**config.mk**
```make
export PLATFORM = sky130hd
export DESIGN_NAME = riff_wav_chunk_parser
export DESIGN_NICKNAME = d
export VERILOG_FILES = /design/src/design/rwc_pkg.sv /design/src/design/rwc_cfg.sv /design/src/design/rwc_parser.sv /design/src/design/rwc_out_fifo.sv /design/src/design/riff_wav_chunk_parser.sv
export SDC_FILE = /design/constraint.sdc
export NUM_CORES = 2
export LEC_CHECK = 0
export BUFFER_PORTS_ARGS = -buffer_cell sky130_fd_sc_hd__buf_4
export CAP_MARGIN = 5
export CORE_ASPECT_RATIO = 0.8
export CORE_UTILIZATION = 50
export DETAILED_ROUTE_END_ITERATION = 7
export PLACE_DENSITY = 0.65
export SLEW_MARGIN = 20
export SYNTH_ARGS = -nofsm -noshare
export SYNTH_HDL_FRONTEND = slang
export SYNTH_SLANG_ARGS = --single-unit
```
**constraint.sdc**
```tcl
create_clock -name aclk -period 7.55 [get_ports aclk]
set_input_delay 0.755 -clock aclk [delete_from_list [all_inputs] [get_ports aclk]]
set_output_delay 0.755 -clock aclk [all_outputs]
set_load 0.005 [all_outputs]
```
**src/design/rwc_pkg.sv**
```systemverilog
`timescale 1ns / 1ps
// ----------------------------------------------------------------------------
// rwc_pkg
// Shared types, tags and helpers for the RIFF/WAVE chunk parser.
// ----------------------------------------------------------------------------
package rwc_pkg;

    localparam logic [31:0] TAG_RIFF = 32'h4646_4952;
    localparam logic [31:0] TAG_WAVE = 32'h4556_4157;
    localparam logic [31:0] TAG_FMT  = 32'h2074_6D66;
    localparam logic [31:0] TAG_DATA = 32'h6174_6164;

    localparam logic [5:0]  FMT_MIN  = 6'd16;
    localparam logic [5:0]  FMT_EXT  = 6'd40;
    localparam logic [15:0] EXT_MIN  = 16'd22;

    localparam logic [1:0] KIND_DATA   = 2'd0;
    localparam logic [1:0] KIND_FORMAT = 2'd1;
    localparam logic [1:0] KIND_STATUS = 2'd2;

    localparam logic [2:0] ST_OK        = 3'd0;
    localparam logic [2:0] ST_SHORT     = 3'd1;
    localparam logic [2:0] ST_NOT_RIFF  = 3'd2;
    localparam logic [2:0] ST_NOT_WAVE  = 3'd3;
    localparam logic [2:0] ST_OVERRUN   = 3'd4;
    localparam logic [2:0] ST_FMT_SMALL = 3'd5;
    localparam logic [2:0] ST_NO_DATA   = 3'd6;

    localparam int TDATA_W = 160;

    typedef struct packed {
        logic [1:0]  kind;
        logic [7:0]  sample_byte;
        logic        chunk_end;
        logic [15:0] channels;
        logic [31:0] rate_hz;
        logic [31:0] bytes_per_sec;
        logic [15:0] frame_bytes;
        logic [15:0] sample_bits;
        logic [31:0] speaker_mask;
        logic [2:0]  status;
        logic        last;
    } res_t;

    function automatic logic [31:0] put_byte32(input logic [31:0] v, input logic [1:0] idx,
                                               input logic [7:0] b);
        logic [31:0] r;
        r = v;
        unique case (idx)
            2'd0: r[7:0]   = b;
            2'd1: r[15:8]  = b;
            2'd2: r[23:16] = b;
            2'd3: r[31:24] = b;
            default: r = v;
        endcase
        return r;
    endfunction

    function automatic logic [15:0] put_byte16(input logic [15:0] v, input logic idx,
                                               input logic [7:0] b);
        logic [15:0] r;
        r = v;
        if (idx) begin
            r[15:8] = b;
        end else begin
            r[7:0] = b;
        end
        return r;
    endfunction

endpackage

```
**src/design/rwc_cfg.sv**
```systemverilog
`timescale 1ns / 1ps
// ----------------------------------------------------------------------------
// rwc_cfg
// APB register block holding the extended format enable bit.
// ----------------------------------------------------------------------------
module rwc_cfg
    import rwc_pkg::*;
(
    input  logic        aclk,
    input  logic        aresetn,
    input  logic        psel,
    input  logic        penable,
    input  logic        pwrite,
    input  logic [2:0]  paddr,
    input  logic [31:0] pwdata,
    output logic [31:0] prdata,
    output logic        pready,
    output logic        ext_en
);

    logic ext_en_reg;
    logic ext_en_next;

    always_comb begin
        ext_en_next = ext_en_reg;
        if (psel && penable && pwrite && !paddr[2]) begin
            ext_en_next = pwdata[0];
        end
    end

    always_ff @(posedge aclk) begin
        if (!aresetn) begin
            ext_en_reg <= 1'b1;
        end else begin
            ext_en_reg <= ext_en_next;
        end
    end

    assign prdata = paddr[2] ? 32'd0 : {31'd0, ext_en_reg};
    assign pready = 1'b1;
    assign ext_en = ext_en_reg;

endmodule

```
**src/design/rwc_parser.sv**
```systemverilog
`timescale 1ns / 1ps
// ----------------------------------------------------------------------------
// rwc_parser
// Per-byte header walker: tag checks, chunk tracking, fmt capture and status.
// ----------------------------------------------------------------------------
module rwc_parser
    import rwc_pkg::*;
(
    input  logic       aclk,
    input  logic       aresetn,
    input  logic       in_take,
    input  logic [7:0] in_byte,
    input  logic       in_eof,
    input  logic       ext_en,
    output res_t       res_a,
    output res_t       res_b,
    output logic [1:0] res_cnt
);

    localparam logic [2:0] PH_RIFF  = 3'd0;
    localparam logic [2:0] PH_RSIZE = 3'd1;
    localparam logic [2:0] PH_WAVE  = 3'd2;
    localparam logic [2:0] PH_CID   = 3'd3;
    localparam logic [2:0] PH_CSIZE = 3'd4;
    localparam logic [2:0] PH_BODY  = 3'd5;
    localparam logic [2:0] PH_PAD   = 3'd6;
    localparam logic [2:0] PH_DEAD  = 3'd7;

    logic [2:0]  phase_reg,   phase_next;
    logic [1:0]  fidx_reg,    fidx_next;
    logic [31:0] fshift_reg,  fshift_next;
    logic [31:0] tag_reg,     tag_next;
    logic [31:0] left_reg,    left_next;
    logic [5:0]  foff_reg,    foff_next;
    logic [15:0] ext_reg,     ext_next;
    logic [15:0] chan_reg,    chan_next;
    logic [31:0] srate_reg,   srate_next;
    logic [31:0] brate_reg,   brate_next;
    logic [15:0] align_reg,   align_next;
    logic [15:0] bits_reg,    bits_next;
    logic [31:0] mask_reg,    mask_next;
    logic [3:0]  seen_reg,    seen_next;
    logic        odd_reg,     odd_next;
    logic        dseen_reg,   dseen_next;
    logic [2:0]  err_reg,     err_next;

    logic [31:0] word;
    logic [32:0] fmt_size;
    logic        do_finish;
    logic        emit_first;
    res_t        first;
    res_t        stat;

    always_comb begin
        phase_next  = phase_reg;
        fidx_next   = fidx_reg;
        fshift_next = fshift_reg;
        tag_next    = tag_reg;
        left_next   = left_reg;
        foff_next   = foff_reg;
        ext_next    = ext_reg;
        chan_next   = chan_reg;
        srate_next  = srate_reg;
        brate_next  = brate_reg;
        align_next  = align_reg;
        bits_next   = bits_reg;
        mask_next   = mask_reg;
        seen_next   = (seen_reg < 4'd12) ? seen_reg + 4'd1 : seen_reg;
        odd_next    = ~odd_reg;
        dseen_next  = dseen_reg;
        err_next    = err_reg;
        do_finish   = 1'b0;
        emit_first  = 1'b0;
        first       = '0;
        stat        = '0;
        word        = put_byte32(fshift_reg, fidx_reg, in_byte);
        fmt_size    = {1'b0, left_reg} + {27'd0, foff_reg};

        if (phase_reg <= PH_CSIZE) begin
            if (fidx_reg != 2'd3) begin
                fidx_next   = fidx_reg + 2'd1;
                fshift_next = word;
            end else begin
                fidx_next   = 2'd0;
                fshift_next = 32'd0;
                unique case (phase_reg)
                    PH_RIFF: begin
                        if (word != TAG_RIFF) begin
                            err_next   = ST_NOT_RIFF;
                            phase_next = PH_DEAD;
                        end else begin
                            phase_next = PH_RSIZE;
                        end
                    end
                    PH_RSIZE: phase_next = PH_WAVE;
                    PH_WAVE: begin
                        if (word != TAG_WAVE) begin
                            err_next   = ST_NOT_WAVE;
                            phase_next = PH_DEAD;
                        end else begin
                            phase_next = PH_CID;
                        end
                    end
                    PH_CID: begin
                        tag_next   = word;
                        phase_next = PH_CSIZE;
                    end
                    default: begin
                        left_next = word;
                        if (tag_reg == TAG_FMT) begin
                            foff_next = 6'd0;
                            ext_next  = 16'd0;
                            mask_next = 32'd0;
                        end
                        if (word == 32'd0) begin
                            do_finish = 1'b1;
                        end else begin
                            phase_next = PH_BODY;
                        end
                    end
                endcase
            end
        end else if (phase_reg == PH_BODY) begin
            if (tag_reg == TAG_FMT) begin
                if (foff_reg == 6'd2 || foff_reg == 6'd3) begin
                    chan_next = put_byte16(chan_reg, foff_reg[0], in_byte);
                end else if (foff_reg >= 6'd4 && foff_reg <= 6'd7) begin
                    srate_next = put_byte32(srate_reg, foff_reg[1:0], in_byte);
                end else if (foff_reg >= 6'd8 && foff_reg <= 6'd11) begin
                    brate_next = put_byte32(brate_reg, foff_reg[1:0], in_byte);
                end else if (foff_reg == 6'd12 || foff_reg == 6'd13) begin
                    align_next = put_byte16(align_reg, foff_reg[0], in_byte);
                end else if (foff_reg == 6'd14 || foff_reg == 6'd15) begin
                    bits_next = put_byte16(bits_reg, foff_reg[0], in_byte);
                end else if (ext_en) begin
                    if ((foff_reg == 6'd16 || foff_reg == 6'd17) && fmt_size >= 33'd18) begin
                        ext_next = put_byte16(ext_reg, foff_reg[0], in_byte);
                    end else if (foff_reg >= 6'd20 && foff_reg <= 6'd23
                                 && fmt_size >= {27'd0, FMT_EXT} && ext_reg >= EXT_MIN) begin
                        mask_next = put_byte32(mask_reg, foff_reg[1:0], in_byte);
                    end
                end
                if (foff_reg < FMT_EXT) begin
                    foff_next = foff_reg + 6'd1;
                end
            end else if (tag_reg == TAG_DATA) begin
                emit_first        = 1'b1;
                first.kind        = KIND_DATA;
                first.sample_byte = in_byte;
                first.chunk_end   = (left_reg == 32'd1);
            end
            left_next = left_reg - 32'd1;
            if (left_next == 32'd0) begin
                do_finish = 1'b1;
            end
        end else if (phase_reg == PH_PAD) begin
            phase_next = PH_CID;
        end

        // Closing a chunk: a fmt chunk either reports or flags itself as too small.
        if (do_finish) begin
            if (tag_reg == TAG_FMT && foff_next < FMT_MIN) begin
                err_next   = ST_FMT_SMALL;
                phase_next = PH_DEAD;
            end else begin
                if (tag_reg == TAG_FMT) begin
                    emit_first          = 1'b1;
                    first.kind          = KIND_FORMAT;
                    first.channels      = chan_next;
                    first.rate_hz       = srate_next;
                    first.bytes_per_sec = brate_next;
                    first.frame_bytes   = align_next;
                    first.sample_bits   = bits_next;
                    first.speaker_mask  = mask_next;
                end else if (tag_reg == TAG_DATA) begin
                    dseen_next = 1'b1;
                end
                phase_next = odd_next ? PH_PAD : PH_CID;
            end
        end

        stat.kind = KIND_STATUS;
        stat.last = 1'b1;
        if (seen_next < 4'd12) begin
            stat.status = ST_SHORT;
        end else if (err_next != ST_OK) begin
            stat.status = err_next;
        end else if (phase_next == PH_BODY) begin
            stat.status = ST_OVERRUN;
        end else begin
            stat.status = dseen_next ? ST_OK : ST_NO_DATA;
        end

        if (in_eof) begin
            phase_next  = PH_RIFF;
            fidx_next   = 2'd0;
            fshift_next = 32'd0;
            tag_next    = 32'd0;
            left_next   = 32'd0;
            foff_next   = 6'd0;
            ext_next    = 16'd0;
            chan_next   = 16'd0;
            srate_next  = 32'd0;
            brate_next  = 32'd0;
            align_next  = 16'd0;
            bits_next   = 16'd0;
            mask_next   = 32'd0;
            seen_next   = 4'd0;
            odd_next    = 1'b0;
            dseen_next  = 1'b0;
            err_next    = ST_OK;
        end
        first.last = !in_eof;
    end

    // Results are packed so the first queue slot always gets the earliest one.
    always_comb begin
        res_a   = first;
        res_b   = stat;
        res_cnt = 2'd0;
        if (in_take) begin
            if (emit_first && in_eof) begin
                res_cnt = 2'd2;
            end else if (emit_first) begin
                res_cnt = 2'd1;
            end else if (in_eof) begin
                res_a   = stat;
                res_cnt = 2'd1;
            end
        end
    end

    always_ff @(posedge aclk) begin
        if (!aresetn) begin
            phase_reg  <= PH_RIFF;
            fidx_reg   <= 2'd0;
            fshift_reg <= 32'd0;
            tag_reg    <= 32'd0;
            left_reg   <= 32'd0;
            foff_reg   <= 6'd0;
            ext_reg    <= 16'd0;
            chan_reg   <= 16'd0;
            srate_reg  <= 32'd0;
            brate_reg  <= 32'd0;
            align_reg  <= 16'd0;
            bits_reg   <= 16'd0;
            mask_reg   <= 32'd0;
            seen_reg   <= 4'd0;
            odd_reg    <= 1'b0;
            dseen_reg  <= 1'b0;
            err_reg    <= ST_OK;
        end else if (in_take) begin
            phase_reg  <= phase_next;
            fidx_reg   <= fidx_next;
            fshift_reg <= fshift_next;
            tag_reg    <= tag_next;
            left_reg   <= left_next;
            foff_reg   <= foff_next;
            ext_reg    <= ext_next;
            chan_reg   <= chan_next;
            srate_reg  <= srate_next;
            brate_reg  <= brate_next;
            align_reg  <= align_next;
            bits_reg   <= bits_next;
            mask_reg   <= mask_next;
            seen_reg   <= seen_next;
            odd_reg    <= odd_next;
            dseen_reg  <= dseen_next;
            err_reg    <= err_next;
        end
    end

endmodule

```
**src/design/rwc_out_fifo.sv**
```systemverilog
`timescale 1ns / 1ps
// ----------------------------------------------------------------------------
// rwc_out_fifo
// Four-entry result queue taking up to two results per cycle.
// ----------------------------------------------------------------------------
module rwc_out_fifo
    import rwc_pkg::*;
(
    input  logic       aclk,
    input  logic       aresetn,
    input  res_t       push_a,
    input  res_t       push_b,
    input  logic [1:0] push_cnt,
    output logic       room,
    output logic       out_valid,
    input  logic       out_ready,
    output res_t       out_res
);

    res_t       slot_reg [4];
    logic [1:0] wr_reg, wr_next;
    logic [1:0] rd_reg, rd_next;
    logic [2:0] cnt_reg, cnt_next;
    logic       pop;
    logic [1:0] wr_b;

    assign pop       = out_valid && out_ready;
    assign out_valid = (cnt_reg != 3'd0);
    assign out_res   = slot_reg[rd_reg];
    // Two free slots are needed since one byte can bring two results.
    assign room      = (cnt_reg <= 3'd2);
    assign wr_b      = wr_reg + 2'd1;

    always_comb begin
        wr_next  = wr_reg + push_cnt;
        rd_next  = rd_reg + {1'b0, pop};
        cnt_next = cnt_reg + {1'b0, push_cnt} - {2'b00, pop};
    end

    always_ff @(posedge aclk) begin
        if (push_cnt != 2'd0) begin
            slot_reg[wr_reg] <= push_a;
        end
        if (push_cnt == 2'd2) begin
            slot_reg[wr_b] <= push_b;
        end
    end

    always_ff @(posedge aclk) begin
        if (!aresetn) begin
            wr_reg  <= 2'd0;
            rd_reg  <= 2'd0;
            cnt_reg <= 3'd0;
        end else begin
            wr_reg  <= wr_next;
            rd_reg  <= rd_next;
            cnt_reg <= cnt_next;
        end
    end

endmodule

```
**src/design/riff_wav_chunk_parser.sv**
```systemverilog
`timescale 1ns / 1ps
// ----------------------------------------------------------------------------
// riff_wav_chunk_parser
// Streams a WAV file byte by byte, reports its format and forwards audio data.
// ----------------------------------------------------------------------------
// Usage: file bytes enter on the s_ channel, one byte per transfer, with
// s_tlast on the final byte of the file. Results leave on the m_ channel:
// m_tuser gives the kind (audio byte, format report, final status), m_tdata
// the payload and m_tlast marks the final result caused by one input byte.
// A byte is parsed in the cycle it is accepted and its results are written
// into the result queue that drives m_. Throughput is one byte per cycle
// while the queue has room; a byte with two results (data or format result
// plus end-of-file status) needs two output transfers, which set its rate.
// Results wait in a four-entry queue; s_tready drops while it holds more
// than two, so a stalled receiver holds the input back without loss.
// The APB register selects whether the extensible fmt extension is read.
// Reset clears the parser and queue and sets that register to 1. After the
// status result of a file the parser starts over for the next file.
// ----------------------------------------------------------------------------
module riff_wav_chunk_parser
    import rwc_pkg::*;
(
    input  logic               aclk,
    input  logic               aresetn,
    input  logic               s_tvalid,
    output logic               s_tready,
    input  logic [7:0]         s_tdata,   // file_byte
    input  logic               s_tlast,   // end_of_file
    output logic               m_tvalid,
    input  logic               m_tready,
    // sample_byte, chunk_end, channels, rate_hz, bytes_per_sec, frame_bytes,
    // sample_bits, speaker_mask, status, zero fill
    output logic [TDATA_W-1:0] m_tdata,
    output logic [1:0]         m_tuser,   // kind
    output logic               m_tlast,   // last
    input  logic               psel,
    input  logic               penable,
    input  logic               pwrite,
    input  logic [2:0]         paddr,
    input  logic [31:0]        pwdata,
    output logic [31:0]        prdata,
    output logic               pready
);

    logic       ext_en;
    logic       take;
    logic       room;
    res_t       res_a;
    res_t       res_b;
    res_t       out_res;
    logic [1:0] res_cnt;

    assign s_tready = room;
    assign take     = s_tvalid && room;

    rwc_cfg u_cfg (
        .aclk    (aclk),
        .aresetn (aresetn),
        .psel    (psel),
        .penable (penable),
        .pwrite  (pwrite),
        .paddr   (paddr),
        .pwdata  (pwdata),
        .prdata  (prdata),
        .pready  (pready),
        .ext_en  (ext_en)
    );

    rwc_parser u_parser (
        .aclk    (aclk),
        .aresetn (aresetn),
        .in_take (take),
        .in_byte (s_tdata),
        .in_eof  (s_tlast),
        .ext_en  (ext_en),
        .res_a   (res_a),
        .res_b   (res_b),
        .res_cnt (res_cnt)
    );

    rwc_out_fifo u_fifo (
        .aclk      (aclk),
        .aresetn   (aresetn),
        .push_a    (res_a),
        .push_b    (res_b),
        .push_cnt  (res_cnt),
        .room      (room),
        .out_valid (m_tvalid),
        .out_ready (m_tready),
        .out_res   (out_res)
    );

    assign m_tdata = {4'd0, out_res.status, out_res.speaker_mask, out_res.sample_bits,
                      out_res.frame_bytes, out_res.bytes_per_sec, out_res.rate_hz,
                      out_res.channels, out_res.chunk_end, out_res.sample_byte};
    assign m_tuser = out_res.kind;
    assign m_tlast = out_res.last;

endmodule
```
---- Word level (Yosys, flattened, before mapping) ----
Memories as Yosys holds them, arrays and structs flattened. A register that Yosys moved wholly into a read port is not among the register bits.
Index checks and enable logic that the tools add are counted.
word-level totals
  register bits after elaboration ......... 284
  bits in latches ......................... 0
  bits in writable memories ............... 636
  memory bits (read-only) ................. 0
  word-level logic and storage cells ...... 306
  memories kept ........................... 1
operators by class
  add/sub/neg operators ................... 10
  multipliers ............................. 0
  div/mod/pow operators ................... 0
  $lt $le $gt $ge ......................... 15
  equal/unequal tests ..................... 36
  shifts and indexed selects .............. 0
  mux-type cells .......................... 180
  bitwise gates (word level) .............. 1
  reductions and logical operators ........ 41
memories
  memory           depth  width  rd ports  clocked after memory_dff  wr ports  RTL line            text
  u_fifo.slot_reg  4      159    1         1                         2         rwc_out_fifo.sv:20  res_t slot_reg [4];
operator list
  operator                                                             count
  2-to-1 mux 32 bit                                                    40
  2-to-1 mux 159 bit                                                   4
  2-to-1 mux 16 bit                                                    36
  2-to-1 mux 144 bit                                                   3
  2-to-1 mux 8 bit                                                     24
  2-to-1 mux 3 bit                                                     22
  zero test 32 bit                                                     2
  inequality test 32 x 31 -> 1 bit (second input constant)             2
  2-to-1 mux 6 bit                                                     8
  adder 32 x 6 -> 33 bit                                               1
  greater-or-equal comparator 33 x 5 -> 1 bit (second input constant)  1
  greater-or-equal comparator 33 x 6 -> 1 bit (second input constant)  1
  2-to-1 mux 11 bit                                                    3
  equality test 32 x 1 -> 1 bit (second input constant)                1
  equality test 32 x 30 -> 1 bit (second input constant)               1
  equality test 32 x 31 -> 1 bit (second input constant)               1
  subtractor 32 x 1 -> 32 bit (second input constant)                  1
  AND reduction 14 bit                                                 2
  2-to-1 mux 1 bit                                                     25
  equality test 6 x 4 -> 1 bit (second input constant)                 4
  nonzero test 3 bit                                                   8
  2-to-1 mux 2 bit                                                     10
  greater-or-equal comparator 16 x 5 -> 1 bit (second input constant)  1
  inequality test 3 x 2 -> 1 bit (second input constant)               5
  41 further kinds                                                     77

---- Longest topological paths before layout ----
  word-level depth ........................ 22
  gate-level depth with buffers ........... 22
  gate-level depth less buffers ........... 19

---- Hierarchy ----
Synthesis repeated with hierarchy kept, for this count alone.
unflattened totals
  cells, all modules ...................... 3927
  area total of the unflattened synthesis .. 48880.6 um^2
by module, submodules not included
  module                 instances  cells an instance  area an instance (um^2)
  rwc_out_fifo           1          1583               30927.2
  rwc_parser             1          2298               17593.1
  rwc_cfg                1          40                 320.3
  riff_wav_chunk_parser  1          6                  40.0

---- Least setup slack after synthesis ----
OpenSTA, ideal clock, no wires.
  kind .................................... reg2reg
  start ................................... register u_parser.left_reg[0]
  end ..................................... memory u_fifo.slot_reg[3][153] (netlist bit)
  setup time .............................. 0.060 ns
  data arrival time ....................... 4.220 ns
  required time ........................... 7.490 ns
  path slack .............................. 3.270 ns
  cell stages (with the launch flop) ...... 18
  path buffers ............................ 4
  clock period less this slack ............ 4.280 ns
  cell sequence ........................... dfxtp_1 clkbuf_1 nor4_2 nand4_1 nor3_1 mux2_2 or3_1 nor4_1 or2_2 ha_1 clkbuf_1 mux2_2 nand2_1 inv_1 nand2_1 clkbuf_1 clkbuf_1 a22o_1
RTL lines
  element                 RTL line            text
  start, declared         rwc_parser.sv:33    logic [31:0] left_reg, left_next;
  start signal, assigned  rwc_parser.sv:257   left_reg <= left_next;
  end, declared           rwc_out_fifo.sv:20

==> flow_summary.json <==
{
  "grt_pass1_vias": 29435,
  "place.gp.congestion": 0.9118,
  "core_sq_mm": 0.07777,
  "r2r-start": "u_parser.left_reg[1]",
  "crit_slowest_cell": "buf_4",
  "synthArstFlopShare_pct": 0,
  "fmax_mhz": 174.8,
  "firstDrtPassIters": 7,
  "combPwrFrac_pct": 12.8,
  "min_path_type": "primary input to register",
  "wl_per_cell_microns": 22.35,
  "initial_utilization_pct": 50.92,
  "port-buffer-count": 179,
  "switchingPower_w": 0.002976,
  "grt_usage_pct": 29.21,
  "slew_violations": 0,
  "cts.sinks": 919,
  "numCtsBuffers": 90,
  "internal-power_w": 0.007995,
  "antenna_found_initial": 0,
  "crit_type": "register to register",
  "path_buf_inv": 2,
  "cts_buffer_depth": 3,
  "via_count": 31940,
  "n_fill_cell": 6958,
  "worst_slew_pin_slew_ns": 1.232,
  "crit_arrival_ns": 6.22,
  "crit_chain": "inv_1 > ha_1 > nor3b_2 > nand4_1 > nor3_1 > xor2_1 > or3_1 > nor4_1 > or2_2 > ha_1 > nand2_1 > nand2_1 > nand3_4 > buf_4 > o21ai_0",
  "drv_cap": 0,
  "worst-path-max-fanout": 52,
  "synth-main-ff-cell": "dfxtp_1",
  "worstReg2RegEnd": "u_fifo.slot_reg[0][93]",
  "peakVddDrop_mv": 0.2336,
  "finalHoldWorstSlack_ns": 0.3171,
  "yosysTopAreaCellShare_pct": 45.86,
  "synth_enable_flop_cells": 12,
  "synth_area_sq_mm": 0.03960,
  "setup_viol": 0,
  "mostFrequentLayoutCell": "dfxtp_1",
  "hold_buffers": 0,
  "start_kind": "register",
  "netlist_instances": 4235,
  "synth-seq-cells": 919,
  "min-delay-start": "pwdata[0]",
  "pin_count": 249,
  "fin_crit_sh_pct": 75.79,
  "route.final.wire_length_mm": 118.8,
  "ant_nets": 0,
  "clockRootBuffer": "clkbuf_16",
  "hold_viol": 0,
  "cpPeakStageDelay_ns": 0.75,
  "overflow": 0,
  "place_worst_setup_slack_ns": 1.979,
  "die_h_microns": 253.7,
  "power_frac_clock_pct": 41.3,
  "crit_path_end_kind": "register",
  "grt_pass1_wl_mm": 181.3,
  "yosysUniqueCellTypes": 95,
  "rows": 91,
  "swShare_pct": 27.13,
  "seq_area_frac_synth_pct": 46.77,
  "layout_common_cells": "dfxtp_1 (905), nand2_1 (697), o21ai_0 (484)",
  "power_density_mw_per_mm2": 248.7,
  "fin_crit_ns": 5.722,
  "whs_path_depth": 3,
  "grt_max_degree": 122,
  "setup_ws_ns": 1.828,
  "drive_gt1_share_pct": 14.97,
  "p_leak_nw": 15.93,
  "largest_reg_flops": 636,
  "finClkSkew_ns": 0.03850,
  "die_x_microns": 316.6,
  "drc": 0,
  "dieArea_sq_mm": 0.08033,
  "max_slew_margin_pct": 17.76,
  "layout.nets": 4298,
  "reg2reg_depth": 15,
  "synth_warnings": 0,
  "path_delay_family": "simple AND/OR/NAND/NOR gates",
  "worstHoldEndpoint": "u_cfg.ext_en",
  "cp-startpoint": "u_parser.left_reg[1]",
  "cts_resized": 0,
  "status": "completed",
  "cts_tree": "done",
  "area_growth_pct": 11.43,
  "postCtsSetupRepairBufs": 0,
  "syn_area_per_cell_sq_um": 9.350,
  "drtIter0Drc": 3436,
  "synthTopCellsByArea": "dfxtp_1 (46%), mux4_2 (9.0%), nand2_1 (6.7%)",
  "insertion_delay_ns": 0.68,
  "rsz0062_at_grt": "no",
  "p_seq_share_pct": 46.0,
  "cts.clk_slew.worst_paths_ns": 0.06,
  "htreeDepth": 3,
  "drt-vias-per-instance": 6.012,
  "cp.required_ns": 8.05,
  "fin_tns_setup_ns": 0,
  "yosys.area.top_type": "dfxtp_1",
  "dpl.hpwl_mm": 74.00,
  "ff2ff_setup_slack_ns": 1.83,
  "n_antenna_cell": 0
}
through the flow:
| step | utilization, % | total power (W) | std cells | area [sq um] |
|---|---|---|---|---|
| after floorplan | - | 0.006108 | 4269 | 39720 |
| after global placement | 52.96 | 0.006535 | 5151 | 41180 |
| after detailed placement | 52.96 | 0.006538 | 5151 | 41180 |
| after CTS | 56.74 | 0.01101 | 5313 | 44120 |
| after global routing | 56.74 | 0.01133 | 5313 | 44120 |
| final | 56.74 | 0.01097 | 5313 | 44120 |
final cells by class:
type / count / area (sq um) / share of cell area (%)
multi-input combinational: 2888 / 19220 / 43.57
sequential: 919 / 18530 / 41.99
clock buffer: 134 / 2650 / 6.006
timing repair buffer: 233 / 1824 / 4.135
tap: 1023 / 1280 / 2.901
inverter: 88 / 330.3 / 0.7486
clock inverter: 28 / 290.3 / 0.6579
Yosys cell counts, types with 14 or more instances:
cell,count
nor4_1,26
o22ai_1,50
a211oi_1,29
dfxtp_1,907
nor2b_1,163
buf_1,31
inv_1,88
buf_4,42
mux2i_1,149
nand2_1,702
mux4_2,159
o21ai_1,124
or3_1,14
nor2_1,172
buf_6,20
xnor2_1,15
a21oi_1,105
a31oi_1,18
a21boi_0,29
nand3_1,35
nand4_1,19
o21ai_0,484
and2_1,30
clkbuf_1,260
o21ai_2,40
ha_1,25
o211ai_1,20
buf_2,21
nor3_1,78
a22o_1,35
a22oi_1,116
power groups by stage:
stage / registers (W) / clock network, W / logic (W)
floorplan: 0.00507 / 0 / 0.00104
global placement: 0.00515 / 0 / 0.00139
detailed placement: 0.00515 / 0 / 0.00139
CTS: 0.00504 / 0.00457 / 0.00140
global route: 0.00505 / 0.00477 / 0.00151
finish: 0.00504 / 0.00453 / 0.00140
layer usage:
metal	vias up	GRT usage (%)	part of all wire, %
li1	14932	-	-
met1	15697	43.67	46
met2	1138	43.97	44
met3	173	4.358	7.2
met4	0	7.198	2.1
met5	-	0	0
worst reg2reg max path, cell delays in order (launching register included):
cell,delay (ns)
dfxtp_1,0.45
inv_1,0.21
ha_1,0.40
nor3b_2,0.56
nand4_1,0.33
nor3_1,0.26
xor2_1,0.15
or3_1,0.38
nor4_1,0.18
or2_2,0.20
ha_1,0.36
nand2_1,0.18
nand2_1,0.26
nand3_4,0.56
buf_4,0.80
o21ai_0,0.28
kinds of logic (layout without fill, tap and decap cells):
family | Yosys count | after routing | share of synthesized area (%)
buffers and inverters | 462 | 483 | 5.223
muxes | 314 | 314 | 12.98
xor gates and xnor gates | 28 | 28 | 0.6194
other | 2 | 36 | 0.01897
adders and majority gates | 27 | 27 | 0.8911
AOI/OAI and AO/OA | 1131 | 1131 | 17.32
DFF | 919 | 919 | 46.77
and+or+nand+nor | 1352 | 1352 | 16.18
worst max path at each step:
stage	to	slack [ns]	cells after the start
2_1_floorplan	u_fifo.slot_reg[3][153]	3.27	17
3_3_place_gp	u_fifo.slot_reg[0][96]	2.00	15
3_5_place_dp	u_fifo.slot_reg[0][98]	1.98	15
4_1_cts	u_fifo.slot_reg[0][93]	1.94	15
5_1_grt	u_fifo.slot_reg[0][87]	1.46	15
6_report	u_fifo.slot_reg[0][93]	1.83	15
No activity file was read; power rests on OpenSTA's default activity.
